[src/rtl/core/sorted_table_range_search_top_defines.svh]
// Assertion macros of the sorted table range search RTL, used by srs_ctrl.
`ifndef SORTED_TABLE_RANGE_SEARCH_TOP_DEFINES_SVH
`define SORTED_TABLE_RANGE_SEARCH_TOP_DEFINES_SVH

// expression must hold at every clock edge out of reset
`define SRS_ASSERT_ALWAYS(lbl, expr, msg) \
  lbl: assert property (@(posedge clk_i) disable iff (!rst_ni) (expr)) else $error(msg);

// post must hold in the cycle after pre
`define SRS_ASSERT_NEXT(lbl, pre, post, msg) \
  lbl: assert property (@(posedge clk_i) disable iff (!rst_ni) (pre) |=> (post)) \
    else $error(msg);

`endif

[src/rtl/core/srs_pkg.sv]
// Shared types and constants of the sorted table range search block.
package srs_pkg;

  localparam int unsigned OP_W        = 2;
  localparam int unsigned VAL_W       = 32;
  localparam int unsigned OUT_W       = 11;
  localparam int unsigned TDATA_IN_W  = 32;
  localparam int unsigned TUSER_IN_W  = 8;
  localparam int unsigned TDATA_OUT_W = 56;

  localparam logic [OUT_W-1:0] NONE_POS = {OUT_W{1'b1}};

  typedef enum logic [OP_W-1:0] {
    OP_CLEAR  = 2'd0,
    OP_APPEND = 2'd1,
    OP_QUERY  = 2'd2
  } op_e;

  typedef struct packed {
    logic done;
    logic found;
  } srs_stat_t;

endpackage

[src/rtl/core/srs_ctrl.sv]
// Table length, command decode and the two bound searches over the element store.
`include "sorted_table_range_search_top_defines.svh"

module srs_ctrl import srs_pkg::*; #(
  parameter int unsigned TABLE_DEPTH = 1024,
  parameter int unsigned AW          = 10,
  parameter int unsigned LW          = 11
) (
  input  logic                    clk_i,
  input  logic                    rst_ni,
  input  logic                    in_valid_i,
  output logic                    in_ready_o,
  input  op_e                     op_i,
  input  logic signed [VAL_W-1:0] value_i,
  output logic                    wr_en_o,
  output logic [AW-1:0]           wr_addr_o,
  output logic signed [VAL_W-1:0] wr_data_o,
  output logic                    rd_en_o,
  output logic [AW-1:0]           rd_addr_o,
  input  logic signed [VAL_W-1:0] rd_data_i,
  output srs_stat_t               stat_o,
  output logic [LW-1:0]           lb_o,
  output logic [LW-1:0]           ub_o,
  input  logic                    take_i
);

  typedef enum logic [3:0] {
    ST_IDLE = 4'b0001,
    ST_LOOP = 4'b0010,
    ST_EVAL = 4'b0100,
    ST_DONE = 4'b1000
  } state_e;

  state_e state_q, state_d;
  logic [LW-1:0] len_q, len_d;
  logic [LW-1:0] low_q, low_d;
  logic [LW-1:0] hi_q, hi_d;
  logic [LW-1:0] ans_q, ans_d;
  logic [LW-1:0] mid_q, mid_d;
  logic [LW-1:0] lb_q, lb_d;
  logic [LW-1:0] ub_q, ub_d;
  logic          strict_q, strict_d;
  logic          eq_q, eq_d;
  logic          found_q, found_d;
  logic signed [VAL_W-1:0] target_q, target_d;

  logic [LW-1:0] span;
  logic [LW-1:0] mid;
  logic          go_left;

  // hi is exclusive: probe at low + (hi - 1 - low) / 2
  assign span    = hi_q - low_q - LW'(1);
  assign mid     = low_q + (span >> 1);
  assign go_left = strict_q ? (rd_data_i > target_q) : (rd_data_i >= target_q);

  assign in_ready_o   = (state_q == ST_IDLE);
  assign wr_addr_o    = AW'(len_q);
  assign wr_data_o    = value_i;
  assign rd_addr_o    = AW'(mid);
  assign stat_o.done  = (state_q == ST_DONE);
  assign stat_o.found = found_q;
  assign lb_o         = lb_q;
  assign ub_o         = ub_q;

  always_comb begin
    state_d  = state_q;
    len_d    = len_q;
    low_d    = low_q;
    hi_d     = hi_q;
    ans_d    = ans_q;
    mid_d    = mid_q;
    lb_d     = lb_q;
    ub_d     = ub_q;
    strict_d = strict_q;
    eq_d     = eq_q;
    found_d  = found_q;
    target_d = target_q;
    wr_en_o  = 1'b0;
    rd_en_o  = 1'b0;
    case (state_q)
      ST_IDLE: begin
        if (in_valid_i) begin
          case (op_i)
            OP_CLEAR: begin
              len_d = '0;
            end
            OP_APPEND: begin
              if (len_q < LW'(TABLE_DEPTH)) begin
                wr_en_o = 1'b1;
                len_d   = len_q + LW'(1);
              end
            end
            OP_QUERY: begin
              target_d = value_i;
              low_d    = '0;
              hi_d     = len_q;
              ans_d    = len_q;
              strict_d = 1'b0;
              eq_d     = 1'b0;
              state_d  = ST_LOOP;
            end
            default: ;
          endcase
        end
      end
      ST_LOOP: begin
        if (low_q < hi_q) begin
          rd_en_o = 1'b1;
          mid_d   = mid;
          state_d = ST_EVAL;
        end else if (!strict_q) begin
          lb_d     = ans_q;
          found_d  = eq_q;
          low_d    = '0;
          hi_d     = len_q;
          ans_d    = len_q;
          strict_d = 1'b1;
        end else begin
          ub_d    = ans_q;
          state_d = ST_DONE;
        end
      end
      ST_EVAL: begin
        if (go_left) begin
          ans_d = mid_q;
          hi_d  = mid_q;
          if (!strict_q) begin
            eq_d = (rd_data_i == target_q);
          end
        end else begin
          low_d = mid_q + LW'(1);
        end
        state_d = ST_LOOP;
      end
      ST_DONE: begin
        if (take_i) begin
          state_d = ST_IDLE;
        end
      end
      default: begin
        state_d = ST_IDLE;
      end
    endcase
  end

  always_ff @(posedge clk_i or negedge rst_ni) begin
    if (!rst_ni) begin
      state_q <= ST_IDLE;
      len_q   <= '0;
    end else begin
      state_q <= state_d;
      len_q   <= len_d;
    end
  end

  always_ff @(posedge clk_i) begin
    low_q    <= low_d;
    hi_q     <= hi_d;
    ans_q    <= ans_d;
    mid_q    <= mid_d;
    lb_q     <= lb_d;
    ub_q     <= ub_d;
    strict_q <= strict_d;
    eq_q     <= eq_d;
    found_q  <= found_d;
    target_q <= target_d;
  end

  `SRS_ASSERT_ALWAYS(a_len_bounded, len_q <= LW'(TABLE_DEPTH), "table length past depth")
  `SRS_ASSERT_ALWAYS(a_probe_in_table, !rd_en_o || (LW'(rd_addr_o) < len_q),
                     "probe outside filled table")
  `SRS_ASSERT_ALWAYS(a_found_span, !stat_o.done || !found_q || (ub_q > lb_q),
                     "found with empty occurrence span")
  `SRS_ASSERT_NEXT(a_query_starts, in_valid_i && in_ready_o && (op_i == OP_QUERY),
                   state_q == ST_LOOP, "query did not start a search")

endmodule

[config.mk]
export PLATFORM = sky130hd
export DESIGN_NAME = srs_ctrl
export DESIGN_NICKNAME = d
export VERILOG_FILES = /design/src/rtl/core/srs_pkg.sv /design/src/rtl/core/srs_ctrl.sv
export VERILOG_INCLUDE_DIRS = /design/src /design/src/rtl/core
export SDC_FILE = /design/constraint.sdc
export NUM_CORES = 1
export LEC_CHECK = 0
export BUFFER_PORTS_ARGS = -buffer_cell sky130_fd_sc_hd__buf_2
export CAP_MARGIN = 10
export CORE_UTILIZATION = 39
export CTS_CLUSTER_SIZE = 25
export DETAILED_ROUTE_END_ITERATION = 8
export HOLD_SLACK_MARGIN = 0.02
export SETUP_SLACK_MARGIN = 0.3
export SYNTH_ARGS = -nofsm -noshare
export SYNTH_HDL_FRONTEND = slang
export SYNTH_SLANG_ARGS = --single-unit
[constraint.sdc]
create_clock -name clk_i -period 3.8 [get_ports clk_i]
set_input_delay 0.19 -clock clk_i [delete_from_list [all_inputs] [get_ports clk_i]]
set_output_delay 0.19 -clock clk_i [all_outputs]
set_load 0.05 [all_outputs]
==> results.toml, run 1 <==
[clock_tree]
clockBufferDepth = 2
insertion_delay_ns = 0.35
clock_sinks = 105
clockRootBuffer = "clkbuf_16"
clk_pin_slew_ns = 0.07
ctsHtreeMaxLevel = 3
cts_inserted_buffers = 9
cts_tree = "yes"

[die]
die_w_um = 128
core_region_area_mm2 = 0.0154
io_pins = 149
dieArea_mm2 = 0.0165
fp-row-count = 45
start_util_pct = 40.4
die_h_um = 128

[timing]
rsz0062_at_grt = "yes"
drv_slew = 0
finalSetupTns_ns = 0
period_share_pct = 97.8
setup_viol = 0
finClkSkew_ns = 0.0112
timing.fmax_ghz = 0.269
post-route-min-period_ns = 3.72
worstMarginPinSlew_ns = 0.780
slew_headroom_pct = 48.0
finalHoldViolCount = 0
whs_ns = 0.0304
fin_ws_ns = 0.0833

[drt]
drcViolationCount = 0
viasPerCell = 4.77
vias = 4464
dr.pass1.iters = 6
drt-total-wl_um = 13700
drtAntennaViolNets = 0
drt_iter0_markers = 184
wl_per_cell_um = 14.7

[setup_path]
start_kind = "register"
r2r-end = "mid_q[10]"
critical_path.startpoint = "ans_q[1]"
cp-end-kind = "output pin"
worstSetupPathType = "register to output pin"
crit_end = "rd_addr_o[8]"
ff2ff_path_depth = 16
timing.rr.start = "ans_q[1]"
critical_path.max_fanout = 4
critical_path_arrival_ns = 3.53
required_ns = 3.61
r2r_slack_ns = 0.52

[synth]
synth-compound-area-share_pct = 8.89
synth-simple-area-share_pct = 13.9
synth_cell_type_count = 53
syn_avg_cell_area_um2 = 10.9
yosysSeqAreaShare_pct = 49.4
ys.flop_type = "edfxtp_1"
synth_nets = 708
yosys.area.top_type = "edfxtp_1"
syn_inst = 573
async_flop_share_pct = 14.3
synthXorXnorAreaFrac_pct = 3.51
synthMuxAreaShare_pct = 0.502
yosys_warnings = 0
synth_edf_count = 90
synth_area_mm2 = 0.00623
synth_top_family_by_area = "simple AND/OR/NAND/NOR gates"
synth-adder-area-share_pct = 13.3
synth.top_cell.area_share_pct = 43.4
synth_area_leaders = "edfxtp_1 (43%), ha_1 (13%), buf_4 (6.4%)"
ys_ff_latch = 105

[worst_hold_path]
hold_path_startpoint = "value_i[13]"
worstHoldPathCells = 1
hp-class = "input port to register"

[pwr]
peakVddDrop_mv = 0.241
power.leakage_nw = 3.52
power_density_mw_per_mm2 = 390
fin_total_pwr_mw = 3.04

[cells_and_area]
layout.nets = 854
drive_above_1_share_pct = 32.2
num_antenna_cells = 0
final_core_util_pct = 50.5
finalNonFillerCells = 935
syn_to_final_growth_pct = 24.9
postLayoutCellArea_mm2 = 0.00778
fillers = 1445

[global_routing]
grt_antenna_before_repair = 0
grt_pass1_vias = 4297
grt_overflow = 0
grt_max_degree = 36
grt_pass1_wl_um = 21400
grt_usage_pct = 16.9

[placed_design]
place_area_mm2 = 0.00686
gp_congestion = 0.838
dp_slack_ns = 0.223
portBuffers = 148
dp.cells = 879
dp_hpwl_um = 10200

[status]
status = "finished clean"

[flow_run]
drv_cap = 0
[synth_stat cells, drive strengths merged, types with 2 or more instances]
master / number
ha: 63
nand2b: 5
o211ai: 6
nand2: 47
edfxtp: 90
a21boi: 2
nor2b: 8
dfrtp: 14
o21ai: 20
nor2: 39
o41ai: 2
a21o: 5
xor2: 12
a211o: 2
nor3: 15
nand4: 11
a311oi: 2
o311a: 2
and3: 4
buf: 53
nor4b: 2
and4: 3
a21oi: 32
mux2i: 2
nor4: 3
o21a: 5
fa: 2
or3: 5
inv: 65
nand3b: 3
o31ai: 2
and2: 3
nand3: 13
clkbuf: 4
xnor2: 13
nand4b: 2
[how the worst min path moves through the flow]
stage / slack (ns) / end
3_5_place_dp: 0.12 / len_q[9]
3_3_place_gp: 0.11 / len_q[9]
6_report: 0.03 / target_q[13]
2_1_floorplan: -0.11 / len_q[0]
4_1_cts: 0.02 / target_q[4]
5_1_grt: 0.02 / target_q[18]
[registers in the layout (all words and copies together) (netlist names)]
signal / flops
target_q: 32
ans_q: 11
lb_o: 11
len_q: 11
low_q: 11
mid_q: 11
ub_o: 11
state_q: 4
eq_q: 1
found_q: 1
strict_q: 1
[report_power, final]
group          switching (mW)  leakage, nW  internal [mW]
Sequential             0.0379         1.03           1.29
Clock                   0.426        0.166          0.593
Combinational           0.437         2.33          0.249
[critical path, cell delays in order (launching register included)]
cell and delay, ns:
edfxtp_1 0.44, ha_1 0.33, and3b_1 0.20, o211ai_1 0.22, a21boi_2 0.09, o21a_1 0.21, o21ai_2 0.19, nor2b_4 0.19
xnor2_2 0.10, ha_4 0.19, buf_6 0.12, buf_6 0.10, o41ai_4 0.37, xnor2_1 0.20, buf_4 0.24
[area by class of cell]
class | instances | area [um2] | share of cell area, %
Clock buffer | 11 | 275 | 3.54
Multi-Input combinational cell | 346 | 2720 | 34.9
Sequential cell | 105 | 3080 | 39.6
Clock inverter | 5 | 57.6 | 0.739
Tap cell | 211 | 264 | 3.39
Timing Repair Buffer | 192 | 1150 | 14.7
Inverter | 65 | 244 | 3.13
[placed cells by master (no fill, tap or decap), drive strengths merged, types with 3 or more instances in the layout]
cell type and n:
a21oi 32, and4 3, buf 172, nand3 13
or3 5, clkinv 3, dlygate4sd3 19, and3 4
nor2b 8, nor2 39, nor4 3, nand2 47
a21o 5, o21ai 20, and2 3, clkbuf 12
ha 63, dfrtp 14, o211ai 6, inv 66
nor3 15, o21a 5, xnor2 13, nand4 11
edfxtp 90, nand2b 5, nand3b 3, xor2 12
[logic make-up after synthesis]
group                    after synthesis
AND/OR/NAND/NOR                      168
buffers and inverters                122
flip-flops                           105
AO/OA/AOI/OAI                         85
adder cells (fa/ha/maj)               65
XOR/XNOR                              25
multiplexers                           3
[metal layers]
| metal | GRT usage, % | routed length (um) | up-vias |
|---|---|---|---|
| met4 | 6.64 | 254 | 0 |
| met1 | 22.9 | 6530 | 2096 |
| li1 | - | - | 2252 |
| met5 | 0 | 0 | - |
| met2 | 27.3 | 6430 | 98 |
| met3 | 2.79 | 496 | 18 |
[what timing repair did]
action	CTS	global route
endpoints found under the hold margin	30	2
buffers inserted	10	11
setup endpoints to repair	4	5
gates resized for setup	27	29
pin swaps	9	26
hold buffers	17	2
(Power assumes the default switching activity.)
==> inputs of run 2 (changes only) <==
GPL_TIMING_DRIVEN = 0   (was unset)
==> run 2 against run 1 <==
  * Wire length decreased by 0.46%
  * Final cell count rose by 5.0%
  * Combinational power is 16% higher
  * First-iteration DRC count up 7.6%
  * Fmax shrank 1.6%
  * Die area did not move
  * Largest power group unchanged
  * Highest routed layer unchanged
==> results.toml, run 2 (synthesized netlist as in run 1, its figures left out) <==
[status]
status = "finished clean"

[global_routing]
grt_max_degree = 25
grt_pass1_wl_um = 21600
grt_pass1_vias = 4498
grt_overflow = 0
grt_antenna_before_repair = 0
grt_usage_pct = 17.1

[drt]
drcViolationCount = 0
drtAntennaViolNets = 0
dr.pass1.iters = 4
vias = 4595
viasPerCell = 4.68
drt-total-wl_um = 13600
wl_per_cell_um = 13.9
drt_iter0_markers = 198

[clock_tree]
clockBufferDepth = 2
insertion_delay_ns = 0.36
cts_inserted_buffers = 9
clockRootBuffer = "clkbuf_16"
ctsHtreeMaxLevel = 3
clk_pin_slew_ns = 0.07
cts_tree = "yes"
clock_sinks = 105

[setup_path]
critical_path.max_fanout = 6
cp-end-kind = "output pin"
critical_path_arrival_ns = 3.59
start_kind = "register"
required_ns = 3.61
worstSetupPathType = "register to output pin"

[die]
io_pins = 149
fp-row-count = 45
dieArea_mm2 = 0.0165
die_w_um = 128
core_region_area_mm2 = 0.0154
die_h_um = 128
start_util_pct = 40.4

[cells_and_area]
drive_above_1_share_pct = 37.5
fillers = 1383
layout_commonest_cell = "buf_2"
layout.nets = 901
finalNonFillerCells = 982
regArea_mm2 = 0.00308
mostFrequentLayoutCells = "buf_2 (143), edfxtp_1 (90), buf_4 (74), inv_1 (64), ha_1 (55)"
top_register = "target_q"
num_antenna_cells = 0
largest_register_ffs = 32
multiInputGateArea_mm2 = 0.00277
syn_to_final_growth_pct = 30.8

[timing]
worstMarginPinSlew_ns = 0.895
drv_slew = 0
finClkSkew_ns = 0.00934
finalHoldViolCount = 0
setup_viol = 0
timing.fmax_ghz = 0.265
post-route-min-period_ns = 3.78
fin_ws_ns = 0.0244
period_share_pct = 99.4
finalSetupTns_ns = 0
rsz0062_at_grt = "yes"
slew_headroom_pct = 39.9

[placed_design]
dp_hpwl_um = 10500
dp_slack_ns = 0.0543
gp_congestion = 0.805
dp.cells = 933
portBuffers = 148

[pwr]
fin_total_pwr_mw = 3.02
peakVddDrop_mv = 0.345
power.leakage_nw = 3.74
power_density_mw_per_mm2 = 370

[flow_run]
drv_cap = 0

[worst_hold_path]
hp-class = "input port to register"
==> run 2: per-layer routing <==
| layer | GRT usage [%] | wire length [um] | vias up |
|---|---|---|---|
| li1 | - | - | 2367 |
| met1 | 22.0 | 6210 | 2116 |
| met5 | 0 | 0 | - |
| met4 | 6.99 | 234 | 0 |
| met3 | 2.70 | 595 | 16 |
| met2 | 28.6 | 6610 | 96 |
==> run 2: stage by stage <==
step | utilization, % | hold slack (ns) | area, um2
after floorplan | - | -0.106 | 6230
after global placement | 46.9 | 0.120 | 7240
after detailed placement | 47.1 | 0.117 | 7270
after CTS | 51.4 | 0.0201 | 7930
after global routing | 52.8 | 0.0216 | 8150
final | 52.8 | 0.0247 | 8150
==> run 2: timing repair <==
item / CTS / global route
resized for setup: 39 / 33
pin swaps: 21 / 23
setup buffers: 15 / 7
endpoints found under the setup margin: 6 / 10
cloned: 0 / 0
hold buffers: 9 / 2
endpoints found under the hold margin: 22 / 2
==> run 2: critical path: stages, from the launching register on <==
cell and delay, ns:
edfxtp_1 0.42, inv_1 0.12, ha_4 0.23, nor2b_2 0.16
o21ai_2 0.15, a21boi_2 0.09, o21ai_2 0.19, a21oi_2 0.12
or4_4 0.54, nand3_4 0.10, ha_4 0.16, nand3b_1 0.11
o21ai_0 0.08, nor3_1 0.26, o211ai_1 0.19, buf_4 0.18
buf_8 0.14
==> run 2: final timing paths <==
path | depth (start not counted) | slack [ns] | startpoint | endpoint
min in group asynchronous | 2 | 0.27 | rst_ni | len_q[9]
worst max-delay path | 16 | 0.02 | low_q[2] | rd_addr_o[9]
worst min register to register | 0 | 0.42 | eq_q | found_q
max in group asynchronous | 2 | 3.22 | rst_ni | state_q[0]
worst min-delay path | 1 | 0.02 | value_i[3] | target_q[3]
worst max register to register | 15 | 0.44 | low_q[2] | mid_q[10]
==> run 2: area by class of cell <==
class | instances | area share (%)
flip-flops and latches | 105 | 37.8
clock buffers | 12 | 3.15
multi-input cells | 346 | 34.0
well taps | 211 | 3.24
plain buffers | 57 | 5.11
inverters | 65 | 2.99
repair buffers | 182 | 13.4
clock inverters | 4 | 0.353
==> run 2: report_power, final <==
group / internal [mW] / switching (mW) / total [mW]
clock network: 0.481 / 0.412 / 0.892
logic: 0.335 / 0.460 / 0.795
registers: 1.29 / 0.0396 / 1.33
total: 2.11 / 0.911 / 3.02
